## src/sv/tlbfl_pkg.sv

```systemverilog
`timescale 1ns / 1ps
`default_nettype none

package tlbfl_pkg;

    // Default geometry
    localparam int unsigned DEF_ENTRIES    = 16;
    localparam int unsigned DEF_PID_BITS   = 16;
    localparam int unsigned DEF_PAGE_BITS  = 20;
    localparam int unsigned DEF_FRAME_BITS = 20;

    // Fixed field widths
    localparam int unsigned SIZE_W      = 5;
    localparam int unsigned FRAME_OUT_W = 20;
    localparam int unsigned CFG_INDEX_W = 4;
    localparam int unsigned CFG_DATA_W  = 5;

    // Register indexes
    localparam logic [CFG_INDEX_W-1:0] REG_TLB_SIZE       = 4'd0;
    localparam logic [CFG_INDEX_W-1:0] REG_REPLACE_POLICY = 4'd1;

    // Reset values
    localparam logic [SIZE_W-1:0] TLB_SIZE_RESET = 5'd16;

    // Operation codes
    localparam logic OP_LOOKUP = 1'b0;
    localparam logic OP_FILL   = 1'b1;

    // Replacement policy codes
    localparam logic POLICY_FIFO = 1'b0;
    localparam logic POLICY_LRU  = 1'b1;

endpackage

`default_nettype wire

```

## src/sv/tlbfl_lru_pick.sv

```systemverilog
`timescale 1ns / 1ps
`default_nettype none

module tlbfl_lru_pick #(
    parameter int unsigned ENTRIES = 16,
    parameter int unsigned RANK_W  = 4,
    parameter int unsigned CNT_W   = 5
) (
    input  wire logic              entry_valid [ENTRIES],
    input  wire logic [RANK_W-1:0] age_rank    [ENTRIES],
    input  wire logic [CNT_W-1:0]  eff_size,
    output logic [ENTRIES-1:0]     victim_sel
);

    logic [ENTRIES-1:0] in_window;

    // Mark entries that take part in replacement
    always_comb begin
        for (int i = 0; i < ENTRIES; i++) begin
            in_window[i] = entry_valid[i] && (CNT_W'(i) < eff_size);
        end
    end

    // Pairwise rank compare: the victim is older than every other candidate
    always_comb begin
        for (int i = 0; i < ENTRIES; i++) begin
            victim_sel[i] = in_window[i];
            for (int j = 0; j < ENTRIES; j++) begin
                if (j != i && in_window[j] && !(age_rank[j] < age_rank[i])) begin
                    victim_sel[i] = 1'b0;
                end
            end
        end
    end

endmodule

`default_nettype wire

```

## src/sv/tlb_fifo_lru_lookup_fill.sv

```systemverilog
`timescale 1ns / 1ps
`default_nettype none

// Fully associative TLB, keyed by process id and page, holding a frame per entry.
// Input channel (s_*): op selects a lookup or a fill; a fill carries the frame
// fetched from memory after a miss and produces no result item.
// Result channel (m_*): one item per lookup with hit and frame_out (zero on miss).
// Config channel (cfg_*): index 0 sets tlb_size (0 disables, above the entry
// count saturates), index 1 sets the policy (0 FIFO, 1 LRU); always ready.
// A lookup passes two register stages (input register, result register). Throughput
// is one item per cycle while no held result stalls a lookup: the full tag compare,
// rank update and victim choice sit between the two registers, so each item sees
// the state the previous item left.
// The LRU victim is found by a pairwise rank compare across the valid entries below tlb_size.
// Reset: all entries invalid, ranks zero, fill count and FIFO pointer zero,
// size 16, FIFO policy; no clearing pass is needed.
// Stall: when m_ready is low and a result is held, a further lookup waits in the
// input register and s_ready drops; fills still go through.
module tlb_fifo_lru_lookup_fill
    #(
    parameter int unsigned ENTRIES    = tlbfl_pkg::DEF_ENTRIES,
    parameter int unsigned PID_BITS   = tlbfl_pkg::DEF_PID_BITS,
    parameter int unsigned PAGE_BITS  = tlbfl_pkg::DEF_PAGE_BITS,
    parameter int unsigned FRAME_BITS = tlbfl_pkg::DEF_FRAME_BITS
) (
    input  wire logic                                  aclk,
    input  wire logic                                  aresetn,
    // Configuration
    input  wire logic                                  cfg_valid,
    output logic                                       cfg_ready,
    input  wire logic [tlbfl_pkg::CFG_INDEX_W-1:0]     cfg_index,
    input  wire logic [tlbfl_pkg::CFG_DATA_W-1:0]      cfg_data,
    // Input items
    input  wire logic                                  s_valid,
    output logic                                       s_ready,
    input  wire logic                                  s_op,
    input  wire logic [PID_BITS-1:0]                   s_pid,
    input  wire logic [PAGE_BITS-1:0]                  s_page,
    input  wire logic [FRAME_BITS-1:0]                 s_frame,
    // Result items
    output logic                                       m_valid,
    input  wire logic                                  m_ready,
    output logic                                       m_hit,
    output logic [tlbfl_pkg::FRAME_OUT_W-1:0]          m_frame_out
);

    import tlbfl_pkg::*;

    localparam int unsigned RANK_W = (ENTRIES > 1) ? $clog2(ENTRIES) : 1;
    localparam int unsigned IDX_W  = RANK_W;
    localparam int unsigned CNT_W  = $clog2(ENTRIES + 1);

    // Configuration registers
    logic [SIZE_W-1:0] tlb_size_reg;
    logic              replace_policy_reg;

    // Input register
    logic                  in_vld_reg;
    logic                  in_op_reg;
    logic [PID_BITS-1:0]   in_pid_reg;
    logic [PAGE_BITS-1:0]  in_page_reg;
    logic [FRAME_BITS-1:0] in_frame_reg;

    // Entry storage
    logic                  entry_valid_reg [ENTRIES];
    logic [PID_BITS-1:0]   tag_pid_reg     [ENTRIES];
    logic [PAGE_BITS-1:0]  tag_page_reg    [ENTRIES];
    logic [FRAME_BITS-1:0] entry_frame_reg [ENTRIES];
    logic [RANK_W-1:0]     age_rank_reg    [ENTRIES];
    logic [CNT_W-1:0]      filled_reg;
    logic [IDX_W-1:0]      oldest_reg;

    // Result register
    logic                   out_vld_reg;
    logic                   out_hit_reg;
    logic [FRAME_OUT_W-1:0] out_frame_reg;

    // Processing signals
    logic [CNT_W-1:0]      eff_size;
    logic [ENTRIES-1:0]    match_sel;
    logic [ENTRIES-1:0]    free_sel;
    logic [ENTRIES-1:0]    fifo_sel;
    logic [ENTRIES-1:0]    lru_sel;
    logic [ENTRIES-1:0]    target_sel;
    logic [FRAME_BITS-1:0] hit_frame;
    logic [RANK_W-1:0]     target_rank;
    logic [IDX_W-1:0]      fifo_idx;
    logic [IDX_W-1:0]      oldest_next;
    logic                  key_hit;
    logic                  active;
    logic                  is_fill;
    logic                  tlb_full;
    logic                  lookup_hit;
    logic                  fill_upd;
    logic                  fill_new;
    logic                  fill_free;
    logic                  fill_fifo;
    logic                  fill_lru;
    logic                  proc;
    logic                  do_recent;
    logic                  do_age_all;

    // Handshake
    assign cfg_ready = 1'b1;
    assign proc      = in_vld_reg && (is_fill || !out_vld_reg || m_ready);
    assign s_ready   = !in_vld_reg || proc;
    assign m_valid   = out_vld_reg;
    assign m_hit     = out_hit_reg;
    assign m_frame_out = out_frame_reg;

    // Clamp the size to the entry count
    always_comb begin
        if (32'(tlb_size_reg) > 32'(ENTRIES)) begin
            eff_size = CNT_W'(ENTRIES);
        end else begin
            eff_size = CNT_W'(tlb_size_reg);
        end
    end

    // Parallel tag compare and frame select
    always_comb begin
        hit_frame = '0;
        for (int i = 0; i < ENTRIES; i++) begin
            match_sel[i] = entry_valid_reg[i] && (tag_pid_reg[i] == in_pid_reg)
                           && (tag_page_reg[i] == in_page_reg);
            if (match_sel[i]) begin
                hit_frame = hit_frame | entry_frame_reg[i];
            end
        end
    end

    // Classify the item
    assign key_hit    = |match_sel;
    assign active     = (eff_size != '0);
    assign is_fill    = (in_op_reg == OP_FILL);
    assign tlb_full   = (filled_reg >= eff_size);
    assign lookup_hit = !is_fill && active && key_hit;
    assign fill_upd   = is_fill && active && key_hit;
    assign fill_new   = is_fill && active && !key_hit;
    assign fill_free  = fill_new && !tlb_full;
    assign fill_fifo  = fill_new && tlb_full && (replace_policy_reg == POLICY_FIFO);
    assign fill_lru   = fill_new && tlb_full && (replace_policy_reg == POLICY_LRU);
    assign do_recent  = proc && (lookup_hit || fill_upd || fill_fifo || fill_lru);
    assign do_age_all = proc && fill_free;

    // FIFO victim and pointer advance
    always_comb begin
        if (CNT_W'(oldest_reg) < eff_size) begin
            fifo_idx = oldest_reg;
        end else begin
            fifo_idx = '0;
        end
        if (CNT_W'(fifo_idx) + CNT_W'(1) == eff_size) begin
            oldest_next = '0;
        end else begin
            oldest_next = fifo_idx + IDX_W'(1);
        end
    end

    // Decode slot indexes to one-hot
    always_comb begin
        for (int i = 0; i < ENTRIES; i++) begin
            free_sel[i] = (filled_reg == CNT_W'(i));
            fifo_sel[i] = (fifo_idx == IDX_W'(i));
        end
    end

    tlbfl_lru_pick #(
        .ENTRIES (ENTRIES),
        .RANK_W  (RANK_W),
        .CNT_W   (CNT_W)
    ) u_lru_pick (
        .entry_valid (entry_valid_reg),
        .age_rank    (age_rank_reg),
        .eff_size    (eff_size),
        .victim_sel  (lru_sel)
    );

    // Choose the entry this item acts on, and its current rank
    always_comb begin
        if (lookup_hit || fill_upd) begin
            target_sel = match_sel;
        end else if (fill_free) begin
            target_sel = free_sel;
        end else if (fill_fifo) begin
            target_sel = fifo_sel;
        end else begin
            target_sel = lru_sel;
        end
        target_rank = '0;
        for (int i = 0; i < ENTRIES; i++) begin
            if (target_sel[i]) begin
                target_rank = target_rank | age_rank_reg[i];
            end
        end
    end

    // Configuration writes
    always_ff @(posedge aclk) begin
        if (!aresetn) begin
            tlb_size_reg       <= TLB_SIZE_RESET;
            replace_policy_reg <= POLICY_FIFO;
        end else if (cfg_valid && cfg_ready) begin
            unique case (cfg_index)
                REG_TLB_SIZE:       tlb_size_reg       <= cfg_data[SIZE_W-1:0];
                REG_REPLACE_POLICY: replace_policy_reg <= cfg_data[0];
                default: ;
            endcase
        end
    end

    // Input register: load on accept, drop once processed
    always_ff @(posedge aclk) begin
        if (!aresetn) begin
            in_vld_reg <= 1'b0;
        end else if (s_ready) begin
            in_vld_reg <= s_valid;
        end
    end

    always_ff @(posedge aclk) begin
        if (s_valid && s_ready) begin
            in_op_reg    <= s_op;
            in_pid_reg   <= s_pid;
            in_page_reg  <= s_page;
            in_frame_reg <= s_frame;
        end
    end

    // Valid bits and age ranks
    always_ff @(posedge aclk) begin
        if (!aresetn) begin
            for (int j = 0; j < ENTRIES; j++) begin
                entry_valid_reg[j] <= 1'b0;
                age_rank_reg[j]    <= '0;
            end
        end else begin
            for (int j = 0; j < ENTRIES; j++) begin
                if (do_recent) begin
                    if (target_sel[j]) begin
                        age_rank_reg[j] <= '0;
                    end else if (entry_valid_reg[j] && (age_rank_reg[j] < target_rank)) begin
                        age_rank_reg[j] <= age_rank_reg[j] + RANK_W'(1);
                    end
                end else if (do_age_all) begin
                    if (target_sel[j]) begin
                        age_rank_reg[j]    <= '0;
                        entry_valid_reg[j] <= 1'b1;
                    end else if (entry_valid_reg[j]) begin
                        age_rank_reg[j] <= age_rank_reg[j] + RANK_W'(1);
                    end
                end
            end
        end
    end

    // Tags and frames
    always_ff @(posedge aclk) begin
        for (int j = 0; j < ENTRIES; j++) begin
            if (proc && (fill_upd || fill_new) && target_sel[j]) begin
                entry_frame_reg[j] <= in_frame_reg;
            end
            if (proc && fill_new && target_sel[j]) begin
                tag_pid_reg[j]  <= in_pid_reg;
                tag_page_reg[j] <= in_page_reg;
            end
        end
    end

    // Fill count and FIFO pointer
    always_ff @(posedge aclk) begin
        if (!aresetn) begin
            filled_reg <= '0;
            oldest_reg <= '0;
        end else begin
            if (do_age_all) begin
                filled_reg <= filled_reg + CNT_W'(1);
            end
            if (proc && fill_fifo) begin
                oldest_reg <= oldest_next;
            end
        end
    end

    // Result register: load a lookup result, drop once taken
    always_ff @(posedge aclk) begin
        if (!aresetn) begin
            out_vld_reg <= 1'b0;
        end else if (proc && !is_fill) begin
            out_vld_reg <= 1'b1;
        end else if (m_ready) begin
            out_vld_reg <= 1'b0;
        end
    end

    always_ff @(posedge aclk) begin
        if (proc && !is_fill) begin
            out_hit_reg   <= lookup_hit;
            out_frame_reg <= lookup_hit ? FRAME_OUT_W'(hit_frame) : '0;
        end
    end

    // Checks
    logic [ENTRIES-1:0] valid_vec;

    always_comb begin
        for (int i = 0; i < ENTRIES; i++) begin
            valid_vec[i] = entry_valid_reg[i];
        end
    end

    a_keys_unique: assert property (@(posedge aclk) disable iff (!aresetn)
        in_vld_reg |-> $onehot0(match_sel))
        else $error("key held in more than one entry");

    a_fill_count: assert property (@(posedge aclk) disable iff (!aresetn)
        $countones(valid_vec) == 32'(filled_reg))
        else $error("fill count disagrees with valid bits");

    a_lru_victim: assert property (@(posedge aclk) disable iff (!aresetn)
        (proc && fill_lru) |-> $onehot(lru_sel))
        else $error("no unique LRU victim");

    a_lookup_result: assert property (@(posedge aclk) disable iff (!aresetn)
        (proc && !is_fill) |=> out_vld_reg)
        else $error("lookup produced no result");

    a_fill_silent: assert property (@(posedge aclk) disable iff (!aresetn)
        (proc && is_fill && !out_vld_reg) |=> !out_vld_reg)
        else $error("fill produced a result");

endmodule

`default_nettype wire

```

## config.mk

```make
export PLATFORM = sky130hd
export DESIGN_NAME = tlb_fifo_lru_lookup_fill
export DESIGN_NICKNAME = d
export VERILOG_FILES = /design/src/sv/tlbfl_pkg.sv /design/src/sv/tlbfl_lru_pick.sv /design/src/sv/tlb_fifo_lru_lookup_fill.sv
export SDC_FILE = /design/constraint.sdc
export NUM_CORES = 2
export LEC_CHECK = 0
export BUFFER_PORTS_ARGS = -buffer_cell sky130_fd_sc_hd__clkbuf_2
export CORE_UTILIZATION = 55
export DETAILED_ROUTE_END_ITERATION = 7
export PLACE_DENSITY = 0.7
export SETUP_SLACK_MARGIN = 0.1
export SYNTH_ARGS = -nofsm -noshare
export SYNTH_HDL_FRONTEND = slang
export SYNTH_SLANG_ARGS = --single-unit
```

## constraint.sdc

```tcl
create_clock -name aclk -period 10.21 [get_ports aclk]
set_clock_uncertainty 0.15 [all_clocks]
set_input_delay 0.5105 -clock aclk [delete_from_list [all_inputs] [get_ports aclk]]
set_output_delay 0.5105 -clock aclk [all_outputs]
set_load 0.01 [all_outputs]
```

* After elaboration in Yosys (flattened, before gate mapping)
Memories as Yosys holds them, arrays and structs flattened.
Cells that the tools add are included.
Widths: inputs -> output; s select.
** Operators by class
- Muxes and demuxes :: 530
- Multipliers :: 0
- Bitwise logic cells :: 32
- Eq/ne operators :: 80
- Div/mod/pow operators :: 0
- Add/sub/neg operators :: 19
- Shift operators :: 0
- Reduce and logical (&&, ||, !) cells :: 692
- Order comparisons :: 275
** Operator list (number)
- $lt 4x4->1 :: 256
- $mux 20 :: 31
- $mux 4 :: 144
- $logic_and 1x1->1 :: 353
- $mux 1 :: 336
- $eq 20x20->1 :: 16
- $or 20x20->20 :: 15
- $reduce_or 20->1 :: 15
- $mux 16 :: 18
- $eq 16x16->1 :: 16
- $reduce_or 16->1 :: 16
- $logic_not 1->1 :: 245
- $reduce_and 3->1 :: 32
- $add 4x1->4 const B :: 17
- $or 4x4->4 :: 15
- $ne 3x2->1 const B :: 16
- $reduce_bool 3->1 :: 16
- $eq 5x4->1 const B :: 8
- $lt 4x5->1 const A :: 8
- $eq 4x4->1 const B :: 8
- $eq 5x3->1 const B :: 4
- $lt 3x5->1 const A :: 4
- $eq 4x3->1 const B :: 4
- $eq 5x2->1 const B :: 2
- other kinds (19) :: 33
** Word-level totals
- Memory bits (writable) :: 896
- Latch bits :: 0
- Bits in registers :: 175
- Logic and storage cells :: 1675
- Memories kept :: 3
- Output and inout port bits :: 24
- Memory bits (read-only) :: 0
** Memories
- entry_frame_reg :: depth 16, width 20, rd ports 16, clocked after Yosys merged registers in 0, write ports 16, line tlb_fifo_lru_lookup_fill.sv:68 : logic [FRAME_BITS-1:0] entry_frame_reg [ENTRIES];
- tag_page_reg :: depth 16, width 20, rd ports 16, clocked after Yosys merged registers in 0, write ports 1, line tlb_fifo_lru_lookup_fill.sv:67 : logic [PAGE_BITS-1:0] tag_page_reg [ENTRIES];
- tag_pid_reg :: depth 16, width 16, rd ports 16, clocked after Yosys merged registers in 0, write ports 1, line tlb_fifo_lru_lookup_fill.sv:66 : logic [PID_BITS-1:0] tag_pid_reg [ENTRIES];

* Longest topological paths before layout
- Word-level depth :: 59
- Gate-level depth with buffers :: 30
- Depth with buffers taken out :: 27

* Modules after synthesis
A second synthesis with hierarchy kept.
** Unflattened totals
- Cell total of the unflattened synthesis :: 4940
- Area total of the unflattened synthesis :: 59015.4 um2
** Modules (own cells, without submodules)
- tlb_fifo_lru_lookup_fill :: instances 1, cells an instance 3390, seq. area each 31189.9 um2, area an instance 47175.2 um2
- tlbfl_lru_pick :: instances 1, cells an instance 1550, seq. area each 0.0 um2, area an instance 11840.1 um2

* Least setup slack after synthesis
Ideal clock, no wire load.
- Path kind :: register -> register
- From :: reg in_pid_reg[11]
- To :: reg age_rank_reg[19] (netlist name)
- Cell stages (with the launch flop) :: 26
- Period minus slack after synthesis :: 6.032 ns
- Slack :: 4.178 ns
- Library setup time :: 0.078 ns
- Path buffers :: 4
- Data arrival time :: 5.804 ns
- Path through :: edfxtp_1 buf_2 buf_2 xnor2_1 nand4_1 or4_1 nor3_1 nor4_1 nand4_1 buf_4 nand2_2 clkbuf_1 o21ai_1 o22ai_1 a21o_1 nor4_1 and3_1 ha_1 o21a_1 nor3_1 o21ai_0 nand2_1 nand2_1 or4_1 xnor2_1 nor3_1
** Between the ends
- Longest elaborated chain between the ends :: 46
- Elaborated cells between the ends (all ways) :: 106
- Classes of those cells :: 1 x order compare; 17 x eq/ne; 23 x mux; 15 x bitwise; 50 x reduce/logical
** RTL lines
- from (decl) :: line tlb_fifo_lru_lookup_fill.sv:60 : logic [PID_BITS-1:0] in_pid_reg;
- from (signal assigned) :: line tlb_fifo_lru_lookup_fill.sv:224 : in_pid_reg <= s_pid;
- $eq 16x16->1 :: line tlb_fifo_lru_lookup_fill.sv:124 : match_sel[i] = entry_valid_reg[i] && (tag_pid_reg[i] == in_pid_reg)
- $logic_and 1x1->1 :: line tlb_fifo_lru_lookup_fill.sv:124
- $logic_and 1x1->1 :: line tlb_fifo_lru_lookup_fill.sv:125 : && (tag_page_reg[i] == in_page_reg);
- $reduce_or 16->1 :: line tlb_fifo_lru_lookup_fill.sv:133 : assign key_hit = |match_sel;
- $logic_not 1->1 :: line tlb_fifo_lru_lookup_fill.sv:139 : assign fill_new = is_fill && active && !key_hit;
- $logic_and 1x1->1 :: line tlb_fifo_lru_lookup_fill.sv:139
- $logic_and 1x1->1 :: line tlb_fifo_lru_lookup_fill.sv:141, tlb_fifo_lru_lookup_fill.sv:142
- $logic_and 1x1->1 :: line tlb_fifo_lru_lookup_fill.sv:141 : assign fill_fifo = fill_new && tlb_full && (replace_policy_reg == POLICY_FIFO);
- [30 not listed]
- $or 4x4->4 :: line tlb_fifo_lru_lookup_fill.sv:193 : target_rank = target_rank | age_rank_reg[i];
- $mux 4 :: line tlb_fifo_lru_lookup_fill.sv:192 : if (target_sel[i]) begin
- $or 4x4->4 :: line tlb_fifo_lru_lookup_fill.sv:193
- $mux 4 :: line tlb_fifo_lru_lookup_fill.sv:192
- $lt 4x4->1 :: line tlb_fifo_lru_lookup_fill.sv:242 : end else if (entry_valid_reg[j] && (age_rank_reg[j] < target_rank)) begin
- $logic_and 1x1->1 :: line tlb_fifo_lru_lookup_fill.sv:242
- $ne 3x2->1 (no source line)
- $reduce_and 3->1 (no source line)
- to (signal, indexed assignment) :: line tlb_fifo_lru_lookup_fill.sv:243 : age_rank_reg[j] <= age_rank_reg[j] + RANK_W'(1);
- to (signal, indexed assignment) :: line tlb_fifo_lru_lookup_fill.sv:250 : age_rank_reg[j] <= age_rank_reg[j] + RANK_W'(1);
- to (decl) :: line tlb_fifo_lru_lookup_fill.sv:69 : logic [RANK_W-1:0] age_rank_reg [ENTRIES];
Parallel ways exist; a longest one is shown, timed or not. The select of a mux whose other input is x is not followed.
A chain may end at the register's enable or synchronous reset.

* Worst setup path after layout
- From :: reg in_page_reg[2]
- To :: reg age_rank_reg[39] (netlist name)
** Between the ends
- Longest elaborated chain between the ends :: 45
- Elaborated cells between the ends (all ways) :: 90
- Classes of those cells :: 1 x order compare; 17 x eq/ne; 23 x mux; 15 x bitwise; 34 x reduce/logical
** RTL lines
- from (decl) :: line tlb_fifo_lru_lookup_fill.sv:61 : logic [PAGE_BITS-1:0] in_page_reg;
- from (signal assigned) :: line tlb_fifo_lru_lookup_fill.sv:225 : in_page_reg <= s_page;
- $eq 20x20->1 :: line tlb_fifo_lru_lookup_fill.sv:125
- $logic_and 1x1->1 :: line tlb_fifo_lru_lookup_fill.sv:125
- $reduce_or 16->1 :: line tlb_fifo_lru_lookup_fill.sv:133
- $logic_not 1->1 :: line tlb_fifo_lru_lookup_fill.sv:139
- $logic_and 1x1->1 :: line tlb_fifo_lru_lookup_fill.sv:139
- $logic_and 1x1->1 :: line tlb_fifo_lru_lookup_fill.sv:141, tlb_fifo_lru_lookup_fill.sv:142
- $logic_and 1x1->1 :: line tlb_fifo_lru_lookup_fill.sv:141
- $mux 16 :: line tlb_fifo_lru_lookup_fill.sv:185 : end else if (fill_fifo) begin
- [29 not listed]
- $or 4x4->4 :: line tlb_fifo_lru_lookup_fill.sv:193
- $mux 4 :: line tlb_fifo_lru_lookup_fill.sv:192
- $or 4x4->4 :: line tlb_fifo_lru_lookup_fill.sv:193
- $mux 4 :: line tlb_fifo_lru_lookup_fill.sv:192
- $lt 4x4->1 :: line tlb_fifo_lru_lookup_fill.sv:242
- $logic_and 1x1->1 :: line tlb_fifo_lru_lookup_fill.sv:242
- $ne 3x2->1 (no source line)
- $reduce_and 3->1 (no source line)
Parallel ways exist; a longest one is shown, timed or not. The select of a mux whose other input is x is not followed.

==> flow_summary.ini <==
[placed_design]
numPortBuffers = 93
dpl.hpwl_um = 130000
gp_congestion = 1.04
detailed_place.area_sq_um = 62100

[cts]
clockBufferDepth = 3
h-tree-depth = 3
cts_tree = done
clk_latency_ns = 0.70
clk_pin_slew_ns = 0.06
root_buffer = clkbuf_16
numCtsBuffers = 103
clock-sinks = 1071

[floorplan]
rows = 120
ios = 95
core-area_sq_um = 107000
die_w_um = 330
start_util = 0.554
die_h_um = 330
die_area_sq_um = 109000

[sta]
finalSetupViolCount = 0
hold_viol = 0
final_max_slew_viol_count = 0
finalSetupTns_ns = 0
max_freq_ghz = 0.116
period_needed_ns = 8.64
slew_headroom = 0.000814
worst_pin_slew_ns = 1.49
rsz0062_at_grt = no
fin_crit_sh = 0.846

[synth]
syn_area_sq_um = 59200
ys_ff_latch = 1071
synth_seq_area_share = 0.526
synthesis.nets = 5517
async_flop_share = 0
yosysTopAreaCellShare = 0.494
synthTopCellsByCount = edfxtp_1 (974), ha_1 (561), xnor2_1 (404)
synthCells = 4885
ys_warn_count = 0
synth_edf_count = 974
yosysUniqueCellTypes = 92
yosysMostFrequentCell = edfxtp_1
synth_area_leaders = edfxtp_1 (49%), ha_1 (12%), xnor2_1 (6.0%), dfxtp_1 (3.3%), nand4_1 (3.1%)
syn_avg_cell_area_sq_um = 12.1
yosys.area.top_type = edfxtp_1
ys.flop_type = edfxtp_1

[detailed_routing]
routed_wl_um = 199000
wire_per_inst_um = 30.1
vias_per_cell = 6.77
num_vias = 44816
postRouteAntennaNets = 0
route.detailed.drc = 0
firstDrtPassIters = 6
drt_iter0_markers = 5324

[global_routing]
grt_max_degree = 47
grt_pass1_wl_um = 286000
antenna_found_initial = 5
grt_overflow = 0
grt_pass1_vias = 43104
grt_use_total = 0.361

[pwr]
cellPowerDensity_nw_per_um2 = 141
seqPwrFrac = 0.527
switching_share = 0.234
ir_drop_v = 0.000158
p_int_uw = 7120
pwr-share-comb = 0.064
clkPwrFrac = 0.409
netSwitchingPower_uw = 2170
p_leak_uw = 0.0226

[worst_setup_path]
crit_required_ns = 10.64
path_max_fanout = 17
start_kind = register
r2r_setup_slack_ns = 1.57
slowest_stage = nor4_2
crit_type = register to register
critPathCaptureType = register
slowest_delay_ns = 1.06
r2r-start = in_page_reg[2]$_DFFE_PP_
arrival_ns = 9.07
rr_worst_depth = 25
crit_family = simple AND/OR/NAND/NOR gates
worstReg2RegEnd = age_rank_reg[39]$_SDFFE_PN0P_
path_buf_inv = 2

[hold_path]
min_to = tlb_size_reg[4]$_SDFFE_PN1P_
hold-path-cell-count = 3
worstHoldPathType = input port to register
min_from = cfg_index[1]

[job]
cap_violations = 1

[cells_and_area]
layout.nets = 5755
syn_to_final_growth_pct = 11.5
fin_area_sq_um = 66000
drive_above_1_share = 0.0921

[outcome]
status = finished with violations
violations = max-capacitance violations
worst min-delay path: stages:
cell	delay, ns
clkbuf_2	0.10
nor4_2	0.10
o211ai_1	0.16
worst max path at each step:
stage / endpoint / slack (ns) / cells past startpoint / from
after floorplan: age_rank_reg[19]$_SDFFE_PN0P_ / 4.18 / 25 / in_pid_reg[11]$_DFFE_PP_
after global placement: age_rank_reg[19]$_SDFFE_PN0P_ / 2.09 / 25 / in_page_reg[2]$_DFFE_PP_
after detailed placement: age_rank_reg[63]$_SDFFE_PN0P_ / 1.89 / 23 / in_page_reg[2]$_DFFE_PP_
after CTS: age_rank_reg[39]$_SDFFE_PN0P_ / 1.81 / 25 / in_page_reg[2]$_DFFE_PP_
after global routing: age_rank_reg[63]$_SDFFE_PN0P_ / 1.23 / 21 / in_page_reg[2]$_DFFE_PP_
final: age_rank_reg[39]$_SDFFE_PN0P_ / 1.57 / 25 / in_page_reg[2]$_DFFE_PP_
power by group through the flow:
stage          logic, uW  registers, uW  clock network, uW
2_1_floorplan        322           4970                  0
3_3_place_gp         553           4990                  0
3_5_place_dp         556           4990                  0
4_1_cts              578           4900               3810
5_1_grt              619           4900               3970
6_report             595           4900               3800
metrics by stage:
step	worst slack, ns	util	hold slack [ns]	std cells	total power [uW]
2_1_floorplan	4.18	-	0.331	4885	5300
4_1_cts	1.81	0.618	0.0556	6615	9290
3_3_place_gp	2.09	0.581	0.377	6358	5540
6_report	1.57	0.618	0.0767	6616	9290
5_1_grt	1.23	0.618	0.108	6615	9490
3_5_place_dp	1.89	0.581	0.384	6358	5550
cell families (layout without fill, tap and decap cells):
family,after synthesis,in the layout,share of synthesized area
adders and majority gates,561,561,0.118
DFF,1071,1071,0.526
AOI/OAI and AO/OA,1037,1037,0.119
other,1,2,0.0000633
xor gates and xnor gates,574,574,0.0850
and+or+nand+nor,1307,1307,0.123
muxes,36,36,0.00617
buffers and inverters,298,625,0.0214
placed cells by master, fill, tap and decap left out, types with 67 or more instances in the layout:
| cell type | synthesis | routed |
|---|---|---|
| buf_4 | 7 | 151 |
| ha_1 | 561 | 561 |
| nand2b_1 | 88 | 88 |
| edfxtp_1 | 974 | 974 |
| dfxtp_1 | 97 | 97 |
| a22o_1 | 67 | 67 |
| nand2_1 | 189 | 189 |
| xor2_1 | 169 | 169 |
| clkbuf_16 | 0 | 105 |
| nand4_1 | 298 | 298 |
| o21a_1 | 170 | 170 |
| inv_1 | 122 | 121 |
| a21oi_1 | 151 | 149 |
| nor2_1 | 153 | 121 |
| nand3_1 | 109 | 109 |
| nor4_1 | 118 | 115 |
| o21ai_0 | 261 | 261 |
| a221oi_1 | 68 | 68 |
| clkbuf_2 | 0 | 93 |
| nor2b_1 | 122 | 122 |
| xnor2_1 | 404 | 404 |
routing by layer:
metal / track usage / share of wire / vias to the layer above
li1: - / - / 19497
met1: 0.476 / 0.39 / 21754
met2: 0.544 / 0.43 / 2780
met3: 0.0811 / 0.11 / 779
met4: 0.219 / 0.071 / 6
met5: 0 / 0.00018 / -
timing repair:
item / CTS / global route
setup buffers: 0 / 0
hold buffers: 63 / 0
setup endpoints to repair: 0 / 0
hold endpoints to repair: 64 / 0
resized for setup: 0 / 0
final cells by class:
type / count / area (sq um)
antenna: 1 / 2.50
clock buffer: 125 / 2720
clock inverter: 69 / 631
fill: 8380 / 40900
inverter: 122 / 458
multi-input combinational: 3516 / 27000
sequential: 1071 / 31200
tap: 1403 / 1760
timing repair buffer: 309 / 2270
Power figures use the tool's default switching activity.
